[src/mvbh_pkg.sv]
// ----------------------------------------------------------------------------
// mvbh_pkg: shared constants and types for the value and byte-string hasher
// Mixing constants, sequencer states and small helper functions.
// ----------------------------------------------------------------------------
package mvbh_pkg;

   localparam int unsigned WORD_W  = 64;
   localparam int unsigned LEN_W   = 32;
   localparam int unsigned HALF_W  = WORD_W / 2;
   localparam int unsigned TDATA_W = WORD_W + LEN_W;
   localparam int unsigned TUSER_W = 3;

   // tuser bit positions
   localparam int unsigned USER_OPCODE  = 0;
   localparam int unsigned USER_RESTART = 1;
   localparam int unsigned USER_FIRST   = 2;

   // opcode values
   localparam logic OP_VALUE  = 1'b0;
   localparam logic OP_STRING = 1'b1;

   // fmix64 finalizer
   localparam logic [WORD_W-1:0] FX_C1 = 64'hff51afd7ed558ccd;
   localparam logic [WORD_W-1:0] FX_C2 = 64'hc4ceb9fe1a85ec53;
   localparam logic [5:0]        FX_S  = 6'd33;

   // MurmurHash64A
   localparam logic [WORD_W-1:0] MH_M    = 64'hc6a4a7935bd1e995;
   localparam logic [WORD_W-1:0] MH_SEED = 64'h00000000e17a1465;
   localparam logic [5:0]        MH_R    = 6'd47;

   // multiplier phases: lo*lo, lo*hi, hi*lo
   localparam logic [1:0] PH_FIRST = 2'd0;
   localparam logic [1:0] PH_MID   = 2'd1;
   localparam logic [1:0] PH_LAST  = 2'd2;

   typedef enum logic [3:0] {
      ST_IDLE,
      ST_FX1,       // x * C1
      ST_FX2,       // x * C2, then emit
      ST_SLEN,      // len * M
      ST_DISPATCH,  // choose block / tail / finalize
      ST_MB1,       // k * M
      ST_MB2,       // k * M
      ST_MB3,       // (h ^ k) * M
      ST_TAIL,      // (h ^ tail) * M
      ST_FIN        // final * M, then emit
   } state_type;

   function automatic logic [WORD_W-1:0] xorshift(input logic [WORD_W-1:0] v,
                                                   input logic [5:0] s);
      return v ^ (v >> s);
   endfunction

   function automatic logic [WORD_W-1:0] tail_mask(input logic [2:0] t);
      return (64'd1 << {t, 3'b000}) - 64'd1;
   endfunction

endpackage

[src/murmur_value_and_bytes_hasher.sv]
// Sequence: a fixed value runs through ST_FX1 and ST_FX2 and is emitted from
//   ST_FX2; a string word runs through ST_SLEN on a first word (length
//   multiply), ST_DISPATCH, ST_MB1..ST_MB3 or ST_TAIL as needed, and ST_FIN on a last word.
// Throughput: one beat at a time; every 64-bit multiply is three passes
//   through one 32x32 multiplier, and ST_FX2 or ST_FIN waits while the output is full.
// Reset: synchronous, active high; clears seed and running hash to zero.
// ----------------------------------------------------------------------------
// murmur_value_and_bytes_hasher: running record hash
// fmix64 of fixed values and MurmurHash64A of byte strings, XORed into a
// running hash, all on one shared 32x32 multiplier under a small sequencer.
// ----------------------------------------------------------------------------
module murmur_value_and_bytes_hasher (
   input  logic                             clock,
   input  logic                             reset,
   // config
   input  logic                             csr_we,
   input  logic [mvbh_pkg::WORD_W-1:0]      csr_wdata,   // seed_value
   // request channel
   input  logic                             req_tvalid,
   output logic                             req_tready,
   input  logic [mvbh_pkg::TDATA_W-1:0]     req_tdata,   // data_word, byte_length
   input  logic [mvbh_pkg::TUSER_W-1:0]     req_tuser,   // opcode, restart, first_word
   input  logic                             req_tlast,   // last_word
   // response channel
   output logic                             rsp_tvalid,
   input  logic                             rsp_tready,
   output logic [mvbh_pkg::WORD_W-1:0]      rsp_tdata    // hash_out
);
   import mvbh_pkg::*;

   state_type           state_ff, state_in;
   logic [1:0]          ph_ff, ph_in;
   logic [WORD_W-1:0]   seed_ff, seed_in;
   logic [WORD_W-1:0]   run_ff, run_in;     // running hash
   logic [WORD_W-1:0]   hash_ff, hash_in;   // string hash
   logic [LEN_W-1:0]    len_ff, len_in;     // stored length
   logic [WORD_W-1:0]   data_ff, data_in;   // beat data word
   logic                last_ff, last_in;
   logic [WORD_W-1:0]   x_ff, x_in;         // multiplier operand
   logic [WORD_W-1:0]   acc_ff, acc_in;     // partial product sum
   logic                rsp_valid_ff, rsp_valid_in;
   logic [WORD_W-1:0]   rsp_data_ff, rsp_data_in;

   logic                accept;
   logic                out_free;
   logic                mul_done;
   logic [WORD_W-1:0]   mul_const;
   logic [HALF_W-1:0]   mul_a, mul_b;
   logic [WORD_W-1:0]   prod;
   logic [WORD_W-1:0]   acc_sum;
   logic [WORD_W-1:0]   fin_val;
   logic [2:0]          tail;

   assign req_tready = (state_ff == ST_IDLE);
   assign accept     = req_tvalid && req_tready;
   assign out_free   = !rsp_valid_ff || rsp_tready;
   assign rsp_tvalid = rsp_valid_ff;
   assign rsp_tdata  = rsp_data_ff;

   // ---- shared multiplier: low 64 bits of x * const in three passes ----
   always_comb begin
      case (state_ff)
         ST_FX1:  mul_const = FX_C1;
         ST_FX2:  mul_const = FX_C2;
         default: mul_const = MH_M;
      endcase
   end

   assign mul_a    = (ph_ff == PH_LAST) ? x_ff[WORD_W-1:HALF_W] : x_ff[HALF_W-1:0];
   assign mul_b    = (ph_ff == PH_MID) ? mul_const[WORD_W-1:HALF_W] : mul_const[HALF_W-1:0];
   assign prod     = {{HALF_W{1'b0}}, mul_a} * {{HALF_W{1'b0}}, mul_b};
   // cross terms only reach the upper half
   assign acc_sum  = acc_ff + {prod[HALF_W-1:0], {HALF_W{1'b0}}};
   assign mul_done = (ph_ff == PH_LAST);
   assign fin_val  = xorshift(acc_sum, MH_R);
   assign tail     = len_ff[2:0];

   // ---- sequencer ----
   always_comb begin
      state_in     = state_ff;
      ph_in        = ph_ff;
      seed_in      = csr_we ? csr_wdata : seed_ff;
      run_in       = run_ff;
      hash_in      = hash_ff;
      len_in       = len_ff;
      data_in      = data_ff;
      last_in      = last_ff;
      x_in         = x_ff;
      acc_in       = acc_ff;
      rsp_valid_in = rsp_valid_ff && !rsp_tready;
      rsp_data_in  = rsp_data_ff;

      // phase stepping inside a multiply state; the done step is handled below
      if (state_ff != ST_IDLE && state_ff != ST_DISPATCH && !mul_done) begin
         ph_in  = ph_ff + 2'd1;
         acc_in = (ph_ff == PH_FIRST) ? prod : acc_sum;
      end

      case (state_ff)
         ST_IDLE: begin
            if (accept) begin
               data_in = req_tdata[WORD_W-1:0];
               last_in = req_tlast;
               ph_in   = PH_FIRST;
               if (req_tuser[USER_RESTART])
                  run_in = seed_ff;
               if (req_tuser[USER_OPCODE] == OP_VALUE) begin
                  x_in     = xorshift(req_tdata[WORD_W-1:0], FX_S);
                  state_in = ST_FX1;
               end else if (req_tuser[USER_FIRST]) begin
                  len_in   = req_tdata[TDATA_W-1:WORD_W];
                  x_in     = {{(WORD_W-LEN_W){1'b0}}, req_tdata[TDATA_W-1:WORD_W]};
                  state_in = ST_SLEN;
               end else begin
                  state_in = ST_DISPATCH;
               end
            end
         end
         ST_FX1: begin
            if (mul_done) begin
               x_in     = xorshift(acc_sum, FX_S);
               ph_in    = PH_FIRST;
               state_in = ST_FX2;
            end
         end
         ST_FX2: begin
            if (mul_done && out_free) begin
               run_in       = run_ff ^ xorshift(acc_sum, FX_S);
               rsp_data_in  = run_ff ^ xorshift(acc_sum, FX_S);
               rsp_valid_in = 1'b1;
               ph_in        = PH_FIRST;
               state_in     = ST_IDLE;
            end
         end
         ST_SLEN: begin
            if (mul_done) begin
               hash_in  = MH_SEED ^ acc_sum;
               ph_in    = PH_FIRST;
               state_in = ST_DISPATCH;
            end
         end
         ST_DISPATCH: begin
            ph_in = PH_FIRST;
            if (!last_ff) begin
               x_in     = data_ff;
               state_in = ST_MB1;
            end else if (tail != 3'd0) begin
               x_in     = hash_ff ^ (data_ff & tail_mask(tail));
               state_in = ST_TAIL;
            end else if (len_ff != '0) begin
               x_in     = data_ff;
               state_in = ST_MB1;
            end else begin
               // empty string: data ignored, finalize directly
               x_in     = xorshift(hash_ff, MH_R);
               state_in = ST_FIN;
            end
         end
         ST_MB1: begin
            if (mul_done) begin
               x_in     = xorshift(acc_sum, MH_R);
               ph_in    = PH_FIRST;
               state_in = ST_MB2;
            end
         end
         ST_MB2: begin
            if (mul_done) begin
               x_in     = hash_ff ^ acc_sum;
               ph_in    = PH_FIRST;
               state_in = ST_MB3;
            end
         end
         ST_MB3: begin
            if (mul_done) begin
               hash_in = acc_sum;
               ph_in   = PH_FIRST;
               if (last_ff) begin
                  x_in     = xorshift(acc_sum, MH_R);
                  state_in = ST_FIN;
               end else begin
                  state_in = ST_IDLE;   // middle word: no result
               end
            end
         end
         ST_TAIL: begin
            if (mul_done) begin
               x_in     = xorshift(acc_sum, MH_R);
               ph_in    = PH_FIRST;
               state_in = ST_FIN;
            end
         end
         ST_FIN: begin
            if (mul_done && out_free) begin
               hash_in      = fin_val;
               run_in       = run_ff ^ fin_val;
               rsp_data_in  = run_ff ^ fin_val;
               rsp_valid_in = 1'b1;
               ph_in        = PH_FIRST;
               state_in     = ST_IDLE;
            end
         end
         default: begin
            state_in = ST_IDLE;
            ph_in    = PH_FIRST;
         end
      endcase
   end

   always_ff @(posedge clock) begin
      if (reset) begin
         state_ff     <= ST_IDLE;
         ph_ff        <= PH_FIRST;
         seed_ff      <= '0;
         run_ff       <= '0;
         rsp_valid_ff <= 1'b0;
      end else begin
         state_ff     <= state_in;
         ph_ff        <= ph_in;
         seed_ff      <= seed_in;
         run_ff       <= run_in;
         rsp_valid_ff <= rsp_valid_in;
      end
   end

   always_ff @(posedge clock) begin
      hash_ff     <= hash_in;
      len_ff      <= len_in;
      data_ff     <= data_in;
      last_ff     <= last_in;
      x_ff        <= x_in;
      acc_ff      <= acc_in;
      rsp_data_ff <= rsp_data_in;
   end

   // ---- assertions ----
   a_phase_range: assert property (@(posedge clock) disable iff (reset)
      ph_ff <= PH_LAST)
      else $error("multiplier phase out of range");

   a_phase_idle: assert property (@(posedge clock) disable iff (reset)
      (state_ff == ST_IDLE || state_ff == ST_DISPATCH) |-> ph_ff == PH_FIRST)
      else $error("phase not cleared outside multiply states");

   a_accept_busy: assert property (@(posedge clock) disable iff (reset)
      accept |=> state_ff != ST_IDLE)
      else $error("accepted beat did not start work");

   a_emit_src: assert property (@(posedge clock) disable iff (reset)
      (rsp_valid_ff && !$past(rsp_valid_ff)) |->
         ($past(state_ff) == ST_FX2 || $past(state_ff) == ST_FIN))
      else $error("result raised outside a finishing state");

endmodule

[config.mk]
export PLATFORM = sky130hd
export DESIGN_NAME = murmur_value_and_bytes_hasher
export DESIGN_NICKNAME = d
export VERILOG_FILES = /design/src/mvbh_pkg.sv /design/src/murmur_value_and_bytes_hasher.sv
export SDC_FILE = /design/constraint.sdc
export NUM_CORES = 2
export LEC_CHECK = 0
export ABC_CLOCK_PERIOD_IN_PS = 22300
export BUFFER_PORTS_ARGS = -buffer_cell sky130_fd_sc_hd__buf_2
export CORE_UTILIZATION = 30
export CTS_BUF_LIST = sky130_fd_sc_hd__clkbuf_4
export DETAILED_ROUTE_END_ITERATION = 6
export HOLD_SLACK_MARGIN = 0.06
export SLEW_MARGIN = 15
export SYNTH_ARGS = -nofsm -noshare
export SYNTH_HDL_FRONTEND = slang
export SYNTH_SLANG_ARGS = --single-unit
[constraint.sdc]
create_clock -name clock -period 22.3 [get_ports clock]
set_input_delay 2.23 -clock clock [delete_from_list [all_inputs] [get_ports clock]]
set_output_delay 2.23 -clock clock [all_outputs]
set_load 0.03 [all_outputs]
==> report_table.html <==
<table>
<tr><th>Metric</th><th>Value</th></tr>
<tr><th colspan="2">Run status</th></tr>
<tr><td>Status</td><td>finished with violations</td></tr>
<tr><td>Violations in the final reports</td><td>design-rule violations</td></tr>
<tr><th colspan="2">Yosys</th></tr>
<tr><td>Mean cell area of the mapped netlist</td><td>9.42 µm²</td></tr>
<tr><td>Synth Warn #</td><td>0</td></tr>
<tr><td>Number of different library cells in the post-synthesis netlist</td><td>97</td></tr>
<tr><td>Most used DFF post-synth</td><td>sky130_fd_sc_hd__edfxtp_1</td></tr>
<tr><td>Synthesized instance count</td><td>6161</td></tr>
<tr><td>Net count after synthesis</td><td>7526</td></tr>
<tr><td>Number of storage elements in the synthesis netlist</td><td>488</td></tr>
<tr><td>Sequential-to-total area share from yosys stat</td><td>22.9%</td></tr>
<tr><td>Ys async rst share</td><td>0%</td></tr>
<tr><td>Area of the mapped netlist</td><td>58000 µm²</td></tr>
<tr><td>Count of flip-flops with a built-in enable after synthesis</td><td>353</td></tr>
<tr><th colspan="2">Timing</th></tr>
<tr><td>Worst clock skew</td><td>50.3 ps</td></tr>
<tr><td>Unrepaired setup endpoints after global routing</td><td>false</td></tr>
<tr><td>Worst relative slew slack</td><td>16.6%</td></tr>
<tr><td>Min cycle time layout</td><td>13540 ps</td></tr>
<tr><td>Final max-slew violation count</td><td>0</td></tr>
<tr><td>Portion of the clock cycle consumed by the worst path in the final layout</td><td>60.7%</td></tr>
<tr><td>Slew at the pin closest to its max-slew limit</td><td>1250 ps</td></tr>
<tr><td>Max Fclk</td><td>73.8 MHz</td></tr>
<tr><td>Total negative slack</td><td>0 ps</td></tr>
<tr><td>Final number of hold-violating endpoints</td><td>0</td></tr>
<tr><td>Finish-stage setup viols</td><td>0</td></tr>
<tr><th colspan="2">Die</th></tr>
<tr><td>Area inside the core boundary</td><td>192000 µm²</td></tr>
<tr><td>Die Outline Area</td><td>195000 µm²</td></tr>
<tr><td>Top-Level Pins</td><td>235</td></tr>
<tr><td>Starting density of the core</td><td>30.2%</td></tr>
<tr><td>X dimension of the die</td><td>442 µm</td></tr>
<tr><td>Number of rows created at floorplan</td><td>161</td></tr>
<tr><td>Die Y-Extent</td><td>442 µm</td></tr>
<tr><th colspan="2">Worst hold path</th></tr>
<tr><td>Origin of the worst min-delay path</td><td>run_ff[34]$_SDFFE_PP0P_</td></tr>
<tr><td>Type of the worst min-delay path</td><td>flip-flop to flip-flop</td></tr>
<tr><th colspan="2">CTS</th></tr>
<tr><td>Count of instances resized after the clock tree is built</td><td>0</td></tr>
<tr><td>Bufs on Longest Clock Path</td><td>3</td></tr>
<tr><td>Hold Buf Count CTS</td><td>0</td></tr>
<tr><td>Clock Tree Root</td><td>sky130_fd_sc_hd__clkbuf_4</td></tr>
<tr><td>H-tree levels</td><td>4</td></tr>
<tr><td>Buffers inserted during post-CTS setup optimization</td><td>0</td></tr>
<tr><td>TritonCTS buffer count</td><td>132</td></tr>
<tr><td>Clock transition time at the flip-flop clock pins of the worst setup and hold paths</td><td>80 ps</td></tr>
<tr><td>Clock tree from TritonCTS</td><td>done</td></tr>
<tr><td>Number of sinks driven by the clock tree</td><td>488</td></tr>
<tr><td>Clock latency reported for the late side of the worst-skew pair</td><td>1050 ps</td></tr>
<tr><th colspan="2">Cells and area</th></tr>
<tr><td>Layout cells sized above 1</td><td>10.3%</td></tr>
<tr><td>Post-layout nets</td><td>7649</td></tr>
<tr><td>Area of combinational cells with multiple inputs</td><td>39900 µm²</td></tr>
<tr><td>Most common cell after layout, fill and taps aside</td><td>sky130_fd_sc_hd__inv_1</td></tr>
<tr><td>Register Area</td><td>13300 µm²</td></tr>
<tr><td>Fillcell total</td><td>19808</td></tr>
<tr><td>Count of non-filler cells in the finished layout</td><td>8910</td></tr>
<tr><td>Most frequent cells in the layout</td><td>979 x sky130_fd_sc_hd__inv_1, 897 x sky130_fd_sc_hd__fa_1, 650 x sky130_fd_sc_hd__nor2_1, 580 x sky130_fd_sc_hd__nand2_1, 353 x sky130_fd_sc_hd__edfxtp_1</td></tr>
<tr><td>Area growth from synthesis to layout</td><td>9.90%</td></tr>
<tr><td>Core utilization of the finished layout</td><td>33.1%</td></tr>
<tr><th colspan="2">Routing</th></tr>
<tr><td>Post-detailed-route via-to-cell ratio</td><td>5.36</td></tr>
<tr><td>Mean routed wirelength per cell</td><td>26.9 µm</td></tr>
<tr><td>Drt drc</td><td>9</td></tr>
<tr><td>Antenna viol nets, final</td><td>0</td></tr>
<tr><td>Initial DRT Pass Iterations</td><td>7</td></tr>
<tr><td>Number of DRC violations after detailed-routing iteration 0</td><td>5501</td></tr>
<tr><td>DR vias</td><td>47769</td></tr>
<tr><td>Total detailed-routing wirelength</td><td>239000 µm</td></tr>
<tr><th colspan="2">Worst setup path</th></tr>
<tr><td>Critical path required time</td><td>23060 ps</td></tr>
<tr><td>Setup crit end kind</td><td>flip-flop</td></tr>
<tr><td>Startpoint class of the critical path</td><td>flip-flop</td></tr>
<tr><td>Reg2Reg Launch Point</td><td>state_ff[0]$_SDFFE_PP0P_</td></tr>
<tr><td>Cell with the largest stage delay on the worst path</td><td>sky130_fd_sc_hd__o21ai_0</td></tr>
<tr><td>Critical Path Start</td><td>state_ff[0]$_SDFFE_PP0P_</td></tr>
<tr><td>Crit path largest cell delay</td><td>930 ps</td></tr>
<tr><td>Minimum setup slack among reg-to-reg paths</td><td>8760 ps</td></tr>
<tr><td>WP data arrival</td><td>14300 ps</td></tr>
<tr><td>Max FO, Critical Path</td><td>28</td></tr>
<tr><td>Startpoint-to-endpoint class of the critical path</td><td>flip-flop to flip-flop</td></tr>
<tr><td>Cell occurring most often along the worst timing path</td><td>sky130_fd_sc_hd__fa_1</td></tr>
<tr><th colspan="2">Global routing</th></tr>
<tr><td>Gr ovfl total</td><td>0</td></tr>
<tr><td>Total track usage</td><td>24.3%</td></tr>
<tr><td>Via count of the first global-routing pass</td><td>48211</td></tr>
<tr><td>Pin count of the biggest net entering global routing</td><td>78</td></tr>
<tr><td>Wire length of the first global-routing pass</td><td>344000 µm</td></tr>
<tr><td>Initial antenna violation count</td><td>11</td></tr>
<tr><th colspan="2">Placement</th></tr>
<tr><td>Final HPWL from detailed placement</td><td>190000 µm</td></tr>
<tr><td>Count of input and output buffers</td><td>234</td></tr>
<tr><td>Placer Congestion</td><td>1.01</td></tr>
<tr><td>Placed instance count</td><td>8674</td></tr>
<tr><th colspan="2">Run</th></tr>
<tr><td>Max_cap viols</td><td>0</td></tr>
</table>
[layout make-up]
cell class                 count  share of cell area, %
multi-input combinational   4323                   62.6
sequential                   488                   20.9
inverter                    1001                   5.89
tap                         2526                   4.96
timing repair buffer         338                   3.09
clock buffer                 181                   2.13
clock inverter                46                  0.479
antenna                        7                 0.0275
[layer usage]
metal | vias to the layer above | global-route usage, % | part of all wire, %
li1 | 20333 | - | -
met2 | 2769 | 37.2 | 44
met4 | 6 | 14.1 | 6.9
met3 | 597 | 5.04 | 9.3
met5 | - | 0 | 0.014
met1 | 24064 | 31.6 | 39
[cell usage after synthesis, types with 35 or more instances]
cell type	instances	share of area, %
sky130_fd_sc_hd__nor3_1	87	0.75
sky130_fd_sc_hd__nand3_1	87	0.75
sky130_fd_sc_hd__dfxtp_1	135	4.7
sky130_fd_sc_hd__nand2_1	583	3.8
sky130_fd_sc_hd__a21o_1	47	0.61
sky130_fd_sc_hd__buf_1	42	0.27
sky130_fd_sc_hd__xor2_1	124	1.9
sky130_fd_sc_hd__a21oi_1	322	2.8
sky130_fd_sc_hd__inv_1	980	6.3
sky130_fd_sc_hd__ha_1	299	6.4
sky130_fd_sc_hd__o21ai_0	276	2.4
sky130_fd_sc_hd__edfxtp_1	353	18
sky130_fd_sc_hd__fa_1	897	31
sky130_fd_sc_hd__a211oi_1	35	0.45
sky130_fd_sc_hd__xnor2_1	192	2.9
sky130_fd_sc_hd__o22ai_1	38	0.41
sky130_fd_sc_hd__mux2i_1	116	2.0
sky130_fd_sc_hd__and2_1	39	0.42
sky130_fd_sc_hd__nor2_1	660	4.3
sky130_fd_sc_hd__clkbuf_1	283	1.8
[registers in the layout, summed over array words and instances (netlist names)]
| register | cells |
|---|---|
| acc_ff | 64 |
| hash_ff | 64 |
| ph_ff | 2 |
| data_ff | 64 |
| seed_ff | 64 |
| rsp_tdata | 64 |
| state_ff | 4 |
| len_ff | 32 |
| rsp_tvalid | 1 |
| run_ff | 64 |
| last_ff | 1 |
| x_ff | 64 |
[logic make-up (layout without fill, tap and decap cells)]
family,Yosys count,in the layout,synth area share (%)
AO/OA/AOI/OAI,1042,1042,11.5
multiplexers,148,148,2.62
adder cells (fa/ha/maj),1196,1196,37.4
flip-flops,488,488,22.9
other,0,7,0
AND/OR/NAND/NOR,1614,1614,11.8
XOR/XNOR,323,323,5.02
buffers and inverters,1350,1566,8.80
[final timing paths]
check | endpoint | cells after the start
worst max-delay path | x_ff[29]$_DFFE_PP_ | 36
worst min-delay path | run_ff[34]$_SDFFE_PP0P_ | 2
worst max register to register | x_ff[29]$_DFFE_PP_ | 36
worst min register to register | run_ff[34]$_SDFFE_PP0P_ | 2
[worst max-delay path: cells and delay by family (launching register included)]
family,cells,cell delay (ps)
adders and majority gates,10,4720
and+or+nand+nor,9,3700
AOI/OAI and AO/OA,9,2620
buffers and inverters,6,950
DFF,1,750
xor gates and xnor gates,2,440
[per-stage QoR]
stage | setup slack, ps | hold WS (ps) | area, µm²
floorplan | 12180 | 444 | 58000
global placement | 9150 | 450 | 62000
detailed placement | 9060 | 461 | 62000
CTS | 9050 | 467 | 63700
global route | 8120 | 504 | 63700
finish | 8760 | 464 | 63800
Power is left out: the tool's default activity adds up to more than one toggle a clock period on the data nets, which glitch-free logic cannot reach.
